==> src/design/rspp_pkg.sv <==
`default_nettype none
package rspp_pkg;

	localparam int MAX_POINTS = 1024;
	localparam int CNT_W = $clog2(MAX_POINTS + 1);

	localparam int OP_W = 2;
	localparam logic [OP_W-1:0] OP_ORIGIN = 2'd0;
	localparam logic [OP_W-1:0] OP_DIR = 2'd1;
	localparam logic [OP_W-1:0] OP_POINT = 2'd2;

	localparam int COORD_W = 32;
	localparam int RADIUS_W = 31;
	localparam int HIT_INDEX_W = 10;
	localparam int DIST_W = 31;
	localparam int BEST_W = 32;

	// datapath widths
	localparam int OC_W = COORD_W + 1;
	localparam int PROD_W = 2 * OC_W;
	localparam int B_W = 50;
	localparam int SQ_W = 51;
	localparam int C_W = 52;
	localparam int BB_W = 63;
	localparam int DISC_W = BB_W + 2;
	localparam int T_W = 52;
	localparam int FRAC_W = 16;
	localparam int BSQ_LIM = 39;

	localparam logic [BB_W-1:0] DISC_CAP = {1'b1, {(BB_W-1){1'b0}}};
	localparam logic [DIST_W-1:0] DIST_MAX = {DIST_W{1'b1}};
	localparam logic [RADIUS_W-1:0] RADIUS_RST = RADIUS_W'(65536);

	// square root unit
	localparam int ROOT_W = 40;
	localparam int SQRT_STEPS = ROOT_W;
	localparam int SQRT_CNT_W = $clog2(SQRT_STEPS);
	localparam int X_W = 2 * SQRT_STEPS;
	localparam int REM_W = ROOT_W + 4;

endpackage
`default_nettype wire

==> src/design/rspp_mul.sv <==
`default_nettype none
module rspp_mul (
	input  wire logic                                 clk,
	input  wire logic signed [rspp_pkg::OC_W-1:0]     a,
	input  wire logic signed [rspp_pkg::OC_W-1:0]     b,
	output logic signed [rspp_pkg::PROD_W-1:0]        p
);

	logic signed [rspp_pkg::PROD_W-1:0] p_q;

	always_ff @(posedge clk) begin
		p_q <= a * b;
	end

	assign p = p_q;

endmodule
`default_nettype wire

==> config.mk <==
export PLATFORM = sky130hd
export DESIGN_NAME = rspp_mul
export DESIGN_NICKNAME = d
export VERILOG_FILES = /design/src/design/rspp_pkg.sv /design/src/design/rspp_mul.sv
export SDC_FILE = /design/constraint.sdc
export NUM_CORES = 2
export LEC_CHECK = 0
export BUFFER_PORTS_ARGS = -buffer_cell sky130_fd_sc_hd__buf_2
export CAP_MARGIN = 20
export CORE_ASPECT_RATIO = 0.5
export CORE_UTILIZATION = 70
export DETAILED_ROUTE_END_ITERATION = 10
export GPL_TIMING_DRIVEN = 0
export PLACE_DENSITY = 0.88
export RECOVER_POWER = 50
export SETUP_SLACK_MARGIN = 0.5
export SLEW_MARGIN = 20
export SYNTH_ARGS = -nofsm -noshare
export SYNTH_HDL_FRONTEND = slang
export SYNTH_SLANG_ARGS = --single-unit
==> constraint.sdc <==
create_clock -name clk -period 18.4 [get_ports clk]
set_input_delay 0.92 -clock clk [delete_from_list [all_inputs] [get_ports clk]]
set_output_delay 0.92 -clock clk [all_outputs]
set_load 0.05 [all_outputs]
==> metrics.cfg <==
[run_status]
run_status=finished, final reports clean

[hold_path]
worst_hold_start=a[0]
min_delay_path_depth=2
hold_path_end=p[0]
min_delay_worst_type=in2reg

[clocking]
cts_root_buf=sky130_fd_sc_hd__clkbuf_16
cts_bufs_inserted=9
cts-htree-levels=3
holdBufCountCts=0
post_cts_resized=0
clkSinkCount=66
clk_pin_slew_ns=0.07
clockBufferDepth=2
cts_tree=done
post_cts_buffers=0

[global_route]
grt_pass1_wl_mm=232.3
grt_max_degree=27
gr-usage-all-layers_pct=56.28
antenna_found_initial=31
globalRoute.totalOverflow=0
vias_in_the_first_global_route=36507

[drt]
route.detailed.drc=0
detailedRoute.firstPassIterationCount=8
final_antenna_net_count=0
via_count=34242
routed_wl_mm=159.5
post_drt_wl_per_cell_um=30.15
first_iter_violations=4537
viasPerCell=6.471

[synth]
synth_enable_flop_cells=0
synth_flop_cell=sky130_fd_sc_hd__dfxtp_1
synth.largest_area_cell=sky130_fd_sc_hd__fa_1
yosys.cell_types.count=80
synth_area_per_cell_um2=9.390
postSynthRegisterBits=66
synthArstFlopShare_pct=0
synth_top_cells_by_area=sky130_fd_sc_hd__fa_1, sky130_fd_sc_hd__inv_1, sky130_fd_sc_hd__and2_1
cell_area_after_synthesis_um2=40730
netlist.area_leader.share_pct=56.27
ys_seq_area_share_pct=3.244
synth_fp_nets=5767
synthesis.instances=4338
warning_count_from_the_yosys_run=0

[setup_path]
crit_type=in2reg
crit_path_max_fanout=10
cpMostUsedCell=sky130_fd_sc_hd__fa_1
critical_path.slowest_cell=sky130_fd_sc_hd__fa_1
worst_path_largest_cell_delay_ns=1.03
cp_top_family=adder cells
critPathCaptureType=flip-flop
cp.arrival_ns=10.25
critical_path_buf_inv_count=6
start_kind=primary input
worst-endpoint-required_ns=18.66
critical_path.cell_chain=buf_2, clkbuf_1, nand2_1, fa_1, fa_1, fa_1, inv_1, fa_1, fa_1, fa_1, fa_1, inv_1, fa_1, inv_1, ha_1, clkbuf_1, nand4_1, nor3_1, o311ai_4, nand3_2, a31oi_1, xnor2_1

[final_layout]
area_growth_pct=4.838
filler_cell_count=3947
largest_reg_flops=66
mostFrequentLayoutCells=sky130_fd_sc_hd__fa_1, sky130_fd_sc_hd__inv_1, sky130_fd_sc_hd__and2_1
final_layout_size_suffix_gt1_share_pct=3.253
num-nets-final=5912
final_common_cell=sky130_fd_sc_hd__fa_1

[floorplan]
placementRows=62
die-height_um=172.6
floorplan.die_area_um2=59220
die-width_um=343.2
io_pins=133
std_cell_core_area_um2=57410
start_util_pct=70.96

[sta]
timing_max_transition_violations_final=0
max_slew.worst_pin.slew_ns=1.313
maxClockFrequency_ghz=0.1001
timing.final.setup_violations=0
grt_setup_unrepaired=false
max-slew-margin-rel_pct=12.48
setup_tns_ns=0
min_period_over_period_pct=54.29
final_hold_vio_count=0
period_minus_slack_ns=9.989

[run]
max-cap-violations=0

[place]
port-buffer-count=132
dp_hpwl_mm=130.0
gp_congestion=1.123

==> metrics by stage <==
step	util, %	setup WS (ns)	hold WS, ns	std cells	area, µm²
final	74.39	8.411	0.9510	5292	42700
after global routing	74.28	8.254	0.9424	5266	42640
after global placement	73.78	8.154	1.345	5238	42360
after floorplan	-	10.24	1.047	4338	40730
after detailed placement	73.79	8.398	1.340	5238	42360
after CTS	74.31	8.754	0.9308	5254	42660
==> cell families (layout without fill, tap and decap cells) <==
kind of cell	after synthesis	after routing	synth area share, %
and+or+nand+nor	1271	1271	15.78
other	0	36	0
DFF	66	66	3.244
adders and majority gates	1362	1362	62.94
AOI/OAI and AO/OA	219	219	4.067
buffers and inverters	1352	1502	12.51
xor gates and xnor gates	68	68	1.462
==> layout make-up <==
class | count | area, µm² | share of cell area, %
sequential | 66 | 1321 | 3.094
timing repair buffer | 134 | 601.8 | 1.409
tap | 768 | 960.9 | 2.250
clock buffer | 12 | 246.5 | 0.5772
inverter | 1131 | 4245 | 9.941
multi-input combinational | 2920 | 34320 | 80.37
clock inverter | 4 | 51.30 | 0.1201
antenna | 36 | 90.09 | 0.2110
buffer | 221 | 865.8 | 2.027
==> layer usage <==
metal,wire [µm],vias up,track usage (%),part of all wire [%]
li1,-,12676,-,-
met1,50620,17035,67.72,32
met2,66020,3361,78.39,41
met3,27940,1152,28.70,18
met4,14810,18,39.76,9.3
met5,137,-,0,0.086
==> cell usage after synthesis, types with 3 or more instances <==
master and count:
sky130_fd_sc_hd__nand4_1 11, sky130_fd_sc_hd__clkbuf_1 208, sky130_fd_sc_hd__o21a_1 6, sky130_fd_sc_hd__or3_1 3, sky130_fd_sc_hd__a211o_1 6, sky130_fd_sc_hd__xnor2_1 43, sky130_fd_sc_hd__and2_1 562, sky130_fd_sc_hd__a21oi_2 3
sky130_fd_sc_hd__nor3_1 7, sky130_fd_sc_hd__a211oi_2 3, sky130_fd_sc_hd__o31ai_4 3, sky130_fd_sc_hd__o21ai_0 25, sky130_fd_sc_hd__nor2_1 68, sky130_fd_sc_hd__a31oi_1 8, sky130_fd_sc_hd__inv_1 1131, sky130_fd_sc_hd__a211oi_1 7
sky130_fd_sc_hd__a21oi_1 57, sky130_fd_sc_hd__nand2_1 551, sky130_fd_sc_hd__nand2b_1 12, sky130_fd_sc_hd__fa_1 1145, sky130_fd_sc_hd__o21ai_1 6, sky130_fd_sc_hd__o21bai_1 11, sky130_fd_sc_hd__nand3_1 25, sky130_fd_sc_hd__and3_1 5
sky130_fd_sc_hd__buf_2 11, sky130_fd_sc_hd__dfxtp_1 66, sky130_fd_sc_hd__nor2b_1 5, sky130_fd_sc_hd__ha_1 217, sky130_fd_sc_hd__or2_2 3, sky130_fd_sc_hd__o211ai_1 4, sky130_fd_sc_hd__and4_1 5, sky130_fd_sc_hd__xor2_1 25
sky130_fd_sc_hd__a21o_1 36
==> worst max path at each step <==
stage | cells after the start | slack, ns | end | from
floorplan | 23 | 10.24 | p[62] | a[32]
global placement | 22 | 8.15 | p[60] | a[32]
detailed placement | 22 | 8.40 | p[60] | a[32]
CTS | 22 | 8.75 | p[60] | a[32]
global route | 24 | 8.25 | p[60] | b[6]
finish | 22 | 8.41 | p[60] | a[32]
Power is left out: the tool's default activity adds up to more than one toggle a clock period on the data nets, which glitch-free logic cannot reach.
