[src/design/rspp_pkg.sv]
`default_nettype none
package rspp_pkg;

	localparam int MAX_POINTS = 1024;
	localparam int CNT_W = $clog2(MAX_POINTS + 1);

	localparam int OP_W = 2;
	localparam logic [OP_W-1:0] OP_ORIGIN = 2'd0;
	localparam logic [OP_W-1:0] OP_DIR = 2'd1;
	localparam logic [OP_W-1:0] OP_POINT = 2'd2;

	localparam int COORD_W = 32;
	localparam int RADIUS_W = 31;
	localparam int HIT_INDEX_W = 10;
	localparam int DIST_W = 31;
	localparam int BEST_W = 32;

	// datapath widths
	localparam int OC_W = COORD_W + 1;
	localparam int PROD_W = 2 * OC_W;
	localparam int B_W = 50;
	localparam int SQ_W = 51;
	localparam int C_W = 52;
	localparam int BB_W = 63;
	localparam int DISC_W = BB_W + 2;
	localparam int T_W = 52;
	localparam int FRAC_W = 16;
	localparam int BSQ_LIM = 39;

	localparam logic [BB_W-1:0] DISC_CAP = {1'b1, {(BB_W-1){1'b0}}};
	localparam logic [DIST_W-1:0] DIST_MAX = {DIST_W{1'b1}};
	localparam logic [RADIUS_W-1:0] RADIUS_RST = RADIUS_W'(65536);

	// square root unit
	localparam int ROOT_W = 40;
	localparam int SQRT_STEPS = ROOT_W;
	localparam int SQRT_CNT_W = $clog2(SQRT_STEPS);
	localparam int X_W = 2 * SQRT_STEPS;
	localparam int REM_W = ROOT_W + 4;

endpackage
`default_nettype wire

[src/design/rspp_isqrt.sv]
`default_nettype none
module rspp_isqrt (
	input  wire logic                              clk,
	input  wire logic                              arst_n,
	input  wire logic                              start,
	input  wire logic [rspp_pkg::BB_W-1:0]         radicand,
	output logic                                   done,
	output logic [rspp_pkg::ROOT_W-1:0]            root
);

	logic                                busy_q;
	logic                                done_q;
	logic [rspp_pkg::SQRT_CNT_W-1:0]     cnt_q;
	logic [rspp_pkg::X_W-1:0]            x_q;
	logic [rspp_pkg::REM_W-1:0]          rem_q;
	logic [rspp_pkg::ROOT_W-1:0]         root_q;
	logic [rspp_pkg::REM_W-1:0]          rem_sh;
	logic [rspp_pkg::REM_W-1:0]          trial;

	assign rem_sh = {rem_q[rspp_pkg::REM_W-3:0], x_q[rspp_pkg::X_W-1 -: 2]};
	assign trial = rspp_pkg::REM_W'({root_q, 2'b01});

	always_ff @(posedge clk or negedge arst_n) begin
		if (!arst_n) begin
			busy_q <= 1'b0;
			done_q <= 1'b0;
			cnt_q <= '0;
			x_q <= '0;
			rem_q <= '0;
			root_q <= '0;
		end else begin
			done_q <= 1'b0;
			if (start) begin
				busy_q <= 1'b1;
				cnt_q <= '0;
				x_q <= {1'b0, radicand, {rspp_pkg::FRAC_W{1'b0}}};
				rem_q <= '0;
				root_q <= '0;
			end else if (busy_q) begin
				x_q <= x_q << 2;
				if (rem_sh >= trial) begin
					rem_q <= rem_sh - trial;
					root_q <= {root_q[rspp_pkg::ROOT_W-2:0], 1'b1};
				end else begin
					rem_q <= rem_sh;
					root_q <= {root_q[rspp_pkg::ROOT_W-2:0], 1'b0};
				end
				cnt_q <= cnt_q + 1'b1;
				if (cnt_q == rspp_pkg::SQRT_CNT_W'(rspp_pkg::SQRT_STEPS - 1)) begin
					busy_q <= 1'b0;
					done_q <= 1'b1;
				end
			end
		end
	end

	assign done = done_q;
	assign root = root_q;

endmodule
`default_nettype wire

[config.mk]
export PLATFORM = sky130hd
export DESIGN_NAME = rspp_isqrt
export DESIGN_NICKNAME = d
export VERILOG_FILES = /design/src/design/rspp_pkg.sv /design/src/design/rspp_isqrt.sv
export SDC_FILE = /design/constraint.sdc
export NUM_CORES = 1
export LEC_CHECK = 0
export BUFFER_PORTS_ARGS = -buffer_cell sky130_fd_sc_hd__buf_2
export CORE_MARGIN = 3
export CORE_UTILIZATION = 31
export DETAILED_ROUTE_END_ITERATION = 10
export HOLD_SLACK_MARGIN = 0.1
export PLACE_DENSITY = 0.53
export SYNTH_ARGS = -nofsm -noshare
export SYNTH_HDL_FRONTEND = slang
export SYNTH_SLANG_ARGS = --single-unit
[constraint.sdc]
create_clock -name clk -period 8 [get_ports clk]
set_input_delay 0.8 -clock clk [delete_from_list [all_inputs] [get_ports clk]]
set_output_delay 0.8 -clock clk [all_outputs]
set_load 0.05 [all_outputs]
==> results.md, run 1 <==
Power and ir drop:
- The share of total power in combinational logic is 0.540.
- The share of total power dissipated in the clock network is 0.215.
- The sequential share of power is 0.245.
- Of the total power, the share spent switching nets is 0.443.
- The switching power of the nets is 1760 uW.
- The total power is 3980 uW.
- The leakage power summed over all cells is 0.00576 uW.
- The internal power of the cells totals 2220 uW.
- Dividing total power by cell area gives a power density of 361 mW/mm^2.
- IR analysis of the VDD net gives a maximum drop of 0.262 mV.

Layout:
- The number of nets in the finished design is 1,244.
- The combined area of the multi-input logic cells is 0.00526 sq mm.
- Summing all flip-flop and latch instances after layout gives 0.00386 sq mm.
- 0 antenna diodes ended up in the layout.
- Fill cells in the final layout number 3,131.
- In the final layout, the share of cells above drive strength 1 is 0.147.
- From synthesis to final layout, the design area changed by 14.4%.
- The post-route non-filler standard cell count is 1,538.

GRT:
- The first global-routing pass estimated 39,900 microns of wire.
- The met2 usage in global routing is 0.228.
- The global routing's busiest layer is met2.
- The number of global-route vias before repair is 7,690.
- For this run, global-route usage on met3 was measured as 0.0267.
- The global router's overall resource usage is 0.143.
- The global routing usage on met1 is 0.205.
- The maximum number of pins on one net before global-route repair is 100.
- The initial antenna violation count is 0.
- The total overflow reported by the global router is 0.

Logic synthesis:
- The biggest area contributor in the post-synthesis netlist is sky130_fd_sc_hd__dfrtp_1.
- During synthesis, Yosys emitted a total of 0 warnings.
- Counting every net in the synthesized netlist gives 1,182.
- The number of instances in the synthesized netlist is 1,073.
- The number of synthesized flops with an enable pin is 0.
- The flop and latch count out of synthesis is 154.
- After synthesis, the mean cell area works out to 8.98 sq um.
- The synthesized cell area is 0.00963 sq mm.
- The most common flop cell mapped by yosys is sky130_fd_sc_hd__dfrtp_1.
- Yosys attributes the largest share of cell area to sky130_fd_sc_hd__dfrtp_1, sky130_fd_sc_hd__mux2i_1, sky130_fd_sc_hd__ha_1.
- After synthesis, the share of flip-flops with an asynchronous set or reset is 1.00.
- Of the synthesized area, sequential elements account for 0.400.
- The share of synthesized area in the top cell type comes to 0.400.
- The distinct cell type count after synthesis is 60.

Clocking:
- The CTS tree is yes.
- The number of setup buffers added after CTS is 0.
- The number of gates resized after cts is 0.
- The number of levels the H-tree was split into is 4.
- The clock sink total is 154.
- The clock latency on the worst-skew pair is 430 ps.
- The deepest clock path buffer count is 2.
- The root buffer cell is sky130_fd_sc_hd__clkbuf_16.
- The clock transition time at the flip-flop clock pins of the worst setup and hold paths is 80 ps.
- Clock tree synthesis inserted a total of 17 buffers.
- Buffers inserted to repair hold after CTS numbered 0.

Placement:
- The final RePlAce weighted congestion is 0.853.
- In this run, placement finished with an instance count of 1,506.
- The count of buffers added on input and output ports is 106.
- The half-perimeter wire length after detailed placement is 16,200 microns.

Routing:
- After detailed routing, the number of vias per cell comes to 4.97.
- After the first detailed-routing iteration, the DRC count stood at 530.
- The routed layout has 7,650 vias.
- The total iterations of the first detailed-routing run is 5.
- The count of nets left with antenna violations once routing finished came out at 0.
- Dividing the detail-routed wire length by the instance count gives 15.2 microns.
- After detailed routing, the total wire length is 23,400 microns.
- The final routed DRC violation total is 0.

Critical path:
- The worst setup path is launched from a flop.
- The worst register-to-register path begins at root[12].
- The largest fanout on the critical path is 26.
- By startpoint and endpoint, the worst setup path is classified as flop to flop.
- For the worst setup path, the data arrival time is 3860 ps.
- Data on the critical path is required at its endpoint by 8320 ps.
- The number of cell instances on the worst register-to-register path is 11.
- The setup check on the worst reg-to-reg path leaves a slack of 4460 ps.
- The reg-to-reg critical path endpoint is rem_q[39].
- The type of destination of the critical path is a flop.

Floorplanning:
- In this run the horizontal extent of the chip is 182 microns.
- The floorplan step defined a die boundary enclosing 0.0332 sq mm.
- The area of the core is 0.0301 sq mm.
- The number of top-level pins is 107.
- The initial utilization of the core area, before any placement, comes to 0.320.
- After floorplanning, the core was divided into 63 placement rows.
- The die is 182 microns tall.

Timing:
- The final number of hold-violating endpoints was 0.
- Setup repair after global routing left no endpoint under its margin.
- In the finished design, the share of the clock period the worst path needs comes to 0.442.
- Headroom to the max-slew limit came out at 0.290.
- The final max-slew violation count is 0.
- The maximum clock frequency is 283 MHz.
- The worst-case clock skew is 12.3 ps.
- The actual transition at the worst max-transition pin is 1070 ps.
- The clock period minus final worst setup slack is 3540 ps.
- For the final routed database, the setup TNS stands at 0 ps.
- Setup violations remaining at the end of the flow were counted as 0.

Worst hold path:
- The path category of the worst min-delay check is primary input to asynchronous set/reset pin.

Outcome:
- The run finished with clean final reports.

Flow run:
- The max-capacitance violation count is 0.
layout make-up:
cell class | instances | area share
sequential | 154 | 0.350
tap | 390 | 0.0443
clock buffer | 17 | 0.0386
clock inverter | 15 | 0.0177
multi-input combinational | 796 | 0.477
inverter | 53 | 0.0181
timing repair buffer | 113 | 0.0540
routing by layer:
layer	vias to the layer above	wire length [microns]	share of wire
met4	0	153	0.0065
met3	14	662	0.028
li1	3908	-	-
met1	3625	11800	0.50
met5	-	0	0
met2	103	10800	0.46
critical path: stages (launching register included):
cell	delay (ps)
sky130_fd_sc_hd__dfrtp_1	390
sky130_fd_sc_hd__inv_1	60
sky130_fd_sc_hd__ha_1	460
sky130_fd_sc_hd__nand4_1	220
sky130_fd_sc_hd__nor4b_4	450
sky130_fd_sc_hd__nand3_1	120
sky130_fd_sc_hd__nand3_1	170
sky130_fd_sc_hd__o21ai_1	150
sky130_fd_sc_hd__nor2_4	490
sky130_fd_sc_hd__buf_4	410
sky130_fd_sc_hd__o21ai_0	150
sky130_fd_sc_hd__a2111oi_2	350
registers in the layout, summed over array words and instances, names as in the netlist:
register / count
cnt_q: 6
root: 40
rem_q: 42
done: 1
busy_q: 1
x_q: 64
cells in the final DEF (no fill, tap or decap), types with 4 or more instances in the layout:
master	netlist	layout
sky130_fd_sc_hd__a31oi_1	7	7
sky130_fd_sc_hd__o31ai_1	4	4
sky130_fd_sc_hd__ha_1	43	43
sky130_fd_sc_hd__nor2_1	122	122
sky130_fd_sc_hd__xor2_1	20	20
sky130_fd_sc_hd__buf_4	7	7
sky130_fd_sc_hd__mux2i_1	119	119
sky130_fd_sc_hd__a211oi_1	25	25
sky130_fd_sc_hd__o21ai_1	6	6
sky130_fd_sc_hd__nand3_1	14	14
sky130_fd_sc_hd__a21o_1	11	11
sky130_fd_sc_hd__a211oi_2	4	4
sky130_fd_sc_hd__nor3_2	4	4
sky130_fd_sc_hd__inv_1	53	53
sky130_fd_sc_hd__and2_1	5	5
sky130_fd_sc_hd__inv_8	0	5
sky130_fd_sc_hd__buf_2	15	104
sky130_fd_sc_hd__a21oi_1	61	61
sky130_fd_sc_hd__nand2_1	132	132
sky130_fd_sc_hd__nand2b_1	7	7
sky130_fd_sc_hd__o21a_1	5	5
sky130_fd_sc_hd__dfrtp_1	154	153
sky130_fd_sc_hd__o21ai_0	80	80
sky130_fd_sc_hd__xnor2_1	18	18
sky130_fd_sc_hd__nor2b_1	7	7
sky130_fd_sc_hd__clkinv_8	0	4
sky130_fd_sc_hd__clkbuf_16	0	17
sky130_fd_sc_hd__o21bai_1	11	11
sky130_fd_sc_hd__nand4_1	20	20
sky130_fd_sc_hd__o211ai_1	8	8
sky130_fd_sc_hd__a311oi_1	8	8
sky130_fd_sc_hd__nor3_1	10	10
how the worst max path moves through the flow:
stage                   from   endpoint  slack (ps)  cells after the start
floorplan            root[8]  rem_q[36]        4990                     12
global placement    root[39]  rem_q[33]        4530                     10
detailed placement   root[2]  rem_q[39]        4450                     11
CTS                  root[2]  rem_q[39]        4430                     11
global route         root[2]  rem_q[35]        4130                     11
finish              root[12]  rem_q[39]        4460                     11
cells in the mapped netlist, types with 7 or more instances:
library cell	count
sky130_fd_sc_hd__o21bai_1	11
sky130_fd_sc_hd__xor2_1	20
sky130_fd_sc_hd__a21o_1	11
sky130_fd_sc_hd__a211oi_1	25
sky130_fd_sc_hd__dfrtp_1	154
sky130_fd_sc_hd__nor2b_1	7
sky130_fd_sc_hd__nand2b_1	7
sky130_fd_sc_hd__a31oi_1	7
sky130_fd_sc_hd__a21oi_1	61
sky130_fd_sc_hd__nor2_1	122
sky130_fd_sc_hd__clkbuf_1	40
sky130_fd_sc_hd__buf_2	15
sky130_fd_sc_hd__nand4_1	20
sky130_fd_sc_hd__ha_1	43
sky130_fd_sc_hd__a311oi_1	8
sky130_fd_sc_hd__nor3_1	10
sky130_fd_sc_hd__nand3_1	14
sky130_fd_sc_hd__mux2i_1	119
sky130_fd_sc_hd__o21ai_0	80
sky130_fd_sc_hd__nand2_1	132
sky130_fd_sc_hd__xnor2_1	18
sky130_fd_sc_hd__inv_1	53
sky130_fd_sc_hd__o211ai_1	8
sky130_fd_sc_hd__buf_4	7
stage by stage:
stage	util	setup slack (ps)	hold slack (ps)	area [sq um]
floorplan	-	4990	489	9630
global placement	0.345	4530	513	10400
detailed placement	0.345	4450	525	10400
CTS	0.366	4430	519	11000
global route	0.366	4130	556	11000
finish	0.366	4460	465	11000
power groups by stage:
stage / Combinational (uW) / Sequential [uW] / Clock [uW]
after detailed placement: 2150 / 989 / 0
after CTS: 2160 / 975 / 886
final: 2150 / 974 / 855
after global routing: 2420 / 991 / 915
after floorplan: 1730 / 981 / 0
after global placement: 2150 / 988 / 0
cell families after synthesis:
kind of cell | Yosys count | share of synthesized area
AND/OR/NAND/NOR | 348 | 0.166
AO/OA/AOI/OAI | 248 | 0.166
flip-flops | 154 | 0.400
adder cells (fa/ha/maj) | 43 | 0.0558
buffers and inverters | 123 | 0.0542
multiplexers | 119 | 0.124
XOR/XNOR | 38 | 0.0345
Note: power is estimated with default switching activity, not from simulation.
==> run 2, diff against run 1 <==
clock period = 3.6 ns   (was 8 ns; I/O delays follow)
==> run 2 against run 1 <==
Total power is 120% higher. Maximum frequency is 5.5% higher. Via count is 1.8% higher. Combinational power is 130% higher. Non-clock buffer count is 11 higher. Core utilization is 0.43 points higher. Sequential share of layout area is 0.41 points lower. Sequential power is 120% higher. Largest cell class unchanged.
==> results.md, run 2 (synthesized netlist as in run 1, its figures left out) <==
Outcome:
- The flow ran to the end, and the final reports show no timing, DRC or antenna violations.

Worst hold path:
- The worst hold path begins at radicand[22].
- The worst hold path cell count is 3.
- The path category of the worst min-delay check is primary input to flop.

GRT:
- The initial antenna violation count is 0.
- The number of global-route vias before repair is 7,732.
- The global router's overall resource usage is 0.142.
- The maximum number of pins on one net before global-route repair is 87.
- The total overflow left after global routing is 0.
- The first-pass GRT wire length is 39,600 microns.

Clocking:
- The number of levels the H-tree was split into is 4.
- In this run, CTS created clock tree buffers numbering 17.
- CTS saw 154 sinks.
- The deepest clock path buffer count is 2.
- After clock tree synthesis, the clock-pin slew on the worst setup and hold paths is 80 ps.
- The clock reaches the later pin of the worst-skew pair after 430 ps.
- The buffers inserted during post-CTS setup optimization is 0.
- The tree is rooted in a sky130_fd_sc_hd__clkbuf_16.
- The CTS tree is yes.

Routing:
- The total detailed-routing wirelength is 23,900 microns.
- The via count is 7,788.
- The detail route stage leaves a number of antenna-violating nets equal to 0.
- For this block, the initial DRC count from the detailed router was 470.
- In the detailed route, the total length drawn on met3 is 908 microns.
- The via-per-instance ratio is 5.02.
- The final routed DRC violation total is 0.
- In the final routed layout, each cell accounts on average for 15.4 microns.
- The first detailed-routing pass took 5 iterations.
- For this block, wires on met1 add up to 11,800 microns.
- The uppermost layer routed is met4.
- The routed length on met2 is 10,900 microns.

Timing:
- For the pin with the worst max-slew slack, the measured transition is 770 ps.
- Of the available clock period, the critical path in the final layout requires 0.932.
- Setup repair after global routing left no endpoint under its margin.
- The final setup violation count is 0.
- Measured against its own limit, the worst slew margin works out to 0.487.
- The final number of hold-violating endpoints is 0.
- The final max-slew violation count was 0.
- The worst path in the final design needs a cycle of 3350 ps, including I/O delays and setup.
- The aggregate negative setup slack is 0 ps.
- The worst-case clock skew is 10.7 ps.
- The maximum clock frequency is 298 MHz.
- The worst hold margin is 131 ps.

Critical path:
- The startpoint of the lowest-slack register-to-register path is root[8].
- The largest fanout on the critical path is 9.
- Tracing the worst setup path back leads to its startpoint at root[8].
- The type of the worst setup path is flop to flop.
- The worst path required time is 3930 ps.
- STA puts the critical path data arrival time at 3680 ps.
- The startpoint class of the critical path is a flop.
- STA classifies the critical path endpoint as a flop.
- The number of cell instances on the worst register-to-register path is 11.

Floorplanning:
- 107 I/O pins were placed.
- From left edge to right edge, the die measures 182 microns.
- The area of the die is 0.0332 sq mm.
- The initialized floorplan defines 63 standard-cell rows.
- The area of the core is 0.0301 sq mm.
- From bottom edge to top edge, the die measures 182 microns.
- The initial utilization of the core area, before any placement, comes to 0.320.

Layout:
- The area growth from synthesis to layout is 15.7%.
- The antenna cell count is 0.
- Once layout is complete, the utilization of the core stands at 0.370.
- The most frequent standard cell in the layout excluding fill and tap cells is sky130_fd_sc_hd__dfrtp_1.
- In the layout the commonest cells are sky130_fd_sc_hd__dfrtp_1, sky130_fd_sc_hd__nand2_1, sky130_fd_sc_hd__nor2_1.
- Counting flops per register, the top entry is x_q.
- The number of flip-flops in the largest register is 64.
- Of the cells placed in the final design, the portion with a size suffix greater than 1 is 0.155.
- Fill cells in the final layout number 3,153.
- The final layout contains 1,256 nets.

Power and ir drop:
- Across the VDD grid, the largest voltage drop is 0.382 mV.
- Summed over all cells, the static leakage comes to 0.00583 uW.
- The power density normalized to cell area is 796 mW/mm^2.

Placement:
- The quantity of I/O buffers inserted on ports is 106.
- Summed over all nets, the half-perimeter wirelength after detailed placement is 16,700 microns.
- The final RePlAce weighted congestion is 0.853.

Flow run:
- The max-capacitance violation count is 0.
-- run 2: critical path, cell delays in order (launching register included) --
cell and delay (ps):
sky130_fd_sc_hd__dfrtp_1 400, sky130_fd_sc_hd__inv_1 80, sky130_fd_sc_hd__ha_1 380, sky130_fd_sc_hd__a21oi_1 350, sky130_fd_sc_hd__nand4b_1 150, sky130_fd_sc_hd__a211oi_2 190, sky130_fd_sc_hd__nor3_2 130, sky130_fd_sc_hd__a2111oi_4 530
sky130_fd_sc_hd__or2_1 410, sky130_fd_sc_hd__buf_4 270, sky130_fd_sc_hd__nand2_1 90, sky130_fd_sc_hd__a311oi_1 280
-- run 2: power breakdown --
part | switching, uW | internal (uW) | total [uW]
combinational | 2880 | 2000 | 4880
clock | 887 | 938 | 1830
sequential | 184 | 1990 | 2170
total | 3950 | 4920 | 8870
-- run 2: final timing paths --
path | endpoint | slack [ps]
min in group asynchronous | root[15] | 410
min reg2reg | cnt_q[5] | 550
max reg2reg | rem_q[14] | 250
max | rem_q[14] | 250
max in group asynchronous | x_q[22] | 2370
min | x_q[38] | 130
-- run 2: area by class of cell --
cell class	instances	area (sq um)	share of cell area
Sequential cell	154	3860	0.346
Tap cell	390	488	0.0438
Inverter	53	199	0.0178
Clock buffer	17	425	0.0382
Clock inverter	15	183	0.0164
Multi-Input combinational cell	797	5270	0.472
Timing Repair Buffer	124	731	0.0655
-- run 2: per-stage QoR --
step | total power (uW) | std cells | instance area, sq um | setup slack, ps
finish | 8870 | 1550 | 11100 | 246
global route | 9630 | 1550 | 11100 | 6.11
CTS | 8920 | 1549 | 11100 | 296
detailed placement | 7030 | 1516 | 10500 | 323
global placement | 7010 | 1516 | 10500 | 387
floorplan | 6030 | 1073 | 9630 | 588
-- run 2: per-layer routing --
layer	GRT usage	vias to the layer above
met5	0	-
met1	0.205	3719
met4	0.0302	0
met2	0.225	131
li1	-	3927
met3	0.0261	11
-- run 2: timing repair --
action / in CTS / in global routing
endpoints found under the hold margin: 38 / 0
endpoints found under the setup margin: 0 / 1
gates resized for setup: 0 / 1
hold buffers: 1 / 0
==> run 3, diff against run 2 <==
PLACE_DENSITY = 0.59   (was 0.53)
==> run 3 against run 2 <==
Clock power increased by 3%. Register-to-register slack improved by 50 ps. Sequential share of layout area about the same. Wire length shrank 3.5%. Critical endpoint is now rem_q[38]. Critical path type unchanged. Highest routed layer unchanged. Setup slack better by 54 ps.
==> results.md, run 3 (synthesized netlist as in run 1, its figures left out) <==
Outcome:
- The run finished with clean final reports.

Timing:
- Measured against its own limit, the worst slew margin works out to 0.442.
- At the pin with the least slew margin, the transition time is 838 ps.
- The final max-slew violation count is 0.
- The worst-case clock skew is 12.7 ps.
- The final setup violation count is 0.
- The aggregate negative setup slack is 0 ps.
- Dividing the final minimum period by the clock period gives 0.916.
- The clock period minus final worst setup slack is 3300 ps.
- The worst hold margin is 133 ps.
- Static timing analysis puts the maximum clock frequency at 303 MHz.
- The final number of hold-violating endpoints is 0.
- Setup repair after global routing left no endpoint under its margin.
- The worst path meets setup with 301 ps of slack.

Floorplanning:
- The initial utilization of the core area, before any placement, comes to 0.320.
- In this run the count of I/O pins placed on the die edge is 107.
- The core region is 0.0301 sq mm.
- The floorplan step defined a die boundary enclosing 0.0332 sq mm.
- The width of the die is 182 microns.
- In this run the vertical extent of the chip is 182 microns.
- The number of placement rows is 63.

Clocking:
- The clock sink total is 154.
- After clock tree synthesis, the clock-pin slew on the worst setup and hold paths is 80 ps.
- The number of buffers created by CTS is 17.
- The deepest clock path buffer count is 2.
- TritonCTS built the clock tree.
- The clock latency on the worst-skew pair is 430 ps.
- In this run the number of H-tree levels came out at 4.
- The root buffer cell is sky130_fd_sc_hd__clkbuf_16.
- In this run, post-CTS repair resized a total of 0 instances.
- Buffers added to address setup during post-CTS repair amount to 0.

GRT:
- The global router's overall resource usage is 0.140.
- The total overflow reported by the global router is 0.
- Entering global routing, the biggest net connects 124 pins.
- The first global-routing pass estimated 39,100 microns of wire.
- The initial antenna violation count is 0.
- The number of global-route vias before repair is 7,640.

Worst hold path:
- The tightest min-delay check is of the primary input to flop type.

Power and ir drop:
- For this design the static power due to leakage is 0.00584 uW.
- The power density normalized to cell area is 800 mW/mm^2.
- Summing internal, switching and leakage power gives 8930 uW.
- The worst-case IR drop observed on VDD is 0.376 mV.

Routing:
- The count of nets left with antenna violations after detail routing is 0.
- The first detailed-routing pass ran for 5 iterations.
- The number of violations reported at the end of detailed-routing iteration 0 is 478.
- The final route contains 7,806 vias.
- For this run, design rule violations remaining after detail routing come to 0.
- Dividing the detail-routed wire length by the instance count gives 14.8 microns.
- The total detailed-routing wirelength is 23,000 microns.
- The via-per-instance ratio is 5.03.

Layout:
- The number of nets in the finished design is 1,257.
- The register with the most flip-flops in the layout has 64 of them.
- The repair_antennas step left the layout with diodes totalling 0.
- The register cell area after layout is 0.00386 sq mm.
- The combined area of the multi-input logic cells is 0.00526 sq mm.
- Ranked by flip-flop count, first place goes to x_q.
- The fraction of final layout cells sized beyond drive strength 1 is 0.156.
- Leaving out fill and tap cells, the most frequent cells in the layout are sky130_fd_sc_hd__dfrtp_1, sky130_fd_sc_hd__nand2_1, sky130_fd_sc_hd__nor2_1.
- The most frequent standard cell in the layout excluding fill and tap cells is sky130_fd_sc_hd__dfrtp_1.
- After filler insertion, the fill cell instance count of the layout stands at 3,119.
- The area growth from synthesis to layout is 15.9%.

Critical path:
- The reg-to-reg setup timing slack is 300 ps.
- The slowest stage of the critical path belongs to the cell sky130_fd_sc_hd__a211oi_1.
- The data arrival time of the critical path is 3620 ps.
- The worst path required time is 3920 ps.
- On the worst path, the slowest cell contributes a delay of 600 ps.
- By startpoint and endpoint, the worst setup path is classified as flop to flop.
- STA classifies the critical path startpoint as a flop.
- STA classifies the critical path endpoint as a flop.
- Along the worst path, the maximum fanout reaches 6.
- Walking the worst path, the cells encountered are inv_1 > ha_1 > a21oi_1 > nand4b_1 > a211oi_2 > nor3_2 > buf_4 > a211oi_1 > o31ai_1 > a21oi_1 > and4b_1 > nor3_2.

Placement:
- The half-perimeter wire length after detailed placement is 16,300 microns.
- The final RePlAce weighted congestion is 0.844.
- Buffers placed on the I/O ports in this run total 106.
- Prior to clock tree synthesis, the placed netlist has a worst setup slack of 372 ps.

Flow run:
- The max-capacitance violation count is 0.
-- run 3: worst paths after layout --
path,start,cells after the start,endpoint
max,root[8],12,rem_q[38]
min,radicand[24],3,x_q[40]
max reg2reg,root[8],12,rem_q[38]
min reg2reg,x_q[77],2,x_q[79]
max in group asynchronous,arst_n,4,x_q[62]
min in group asynchronous,arst_n,2,x_q[36]
-- run 3: critical path: cells and delay by family, from the launching register on --
kind | cells | cell delay, ps
buffers and inverters | 2 | 250
adder cells (fa/ha/maj) | 1 | 390
AO/OA/AOI/OAI | 5 | 1580
AND/OR/NAND/NOR | 4 | 570
flip-flops | 1 | 400
-- run 3: repair_timing --
item | 4_1_cts | 5_1_grt
hold endpoints to repair | 87 | 0
setup endpoints to repair | 0 | 0
hold buffers | 1 | 0
-- run 3: where the power goes --
group | switching, uW | internal, uW
clock | 882 | 1010
combinational | 2870 | 2000
sequential | 178 | 1990
-- run 3: cell type report --
class | count | area share
inverters | 53 | 0.0178
flip-flops and latches | 154 | 0.346
multi-input cells | 796 | 0.471
repair buffers | 126 | 0.0657
clock buffers | 17 | 0.0381
well taps | 390 | 0.0437
clock inverters | 15 | 0.0180
-- run 3: through the flow --
| step | utilization | area [sq um] | instances |
|---|---|---|---|
| finish | 0.371 | 11200 | 1551 |
| global route | 0.371 | 11200 | 1551 |
| CTS | 0.371 | 11200 | 1551 |
| detailed placement | 0.350 | 10500 | 1518 |
| global placement | 0.350 | 10500 | 1518 |
| floorplan | - | 9630 | 1073 |
-- run 3: per-layer routing --
layer,share of wire,global-route usage,vias up,wire (microns)
li1,-,-,3930,-
met1,0.50,0.203,3746,11600
met2,0.46,0.219,112,10600
met3,0.024,0.0181,18,546
met4,0.010,0.0393,0,230
met5,0,0,-,0
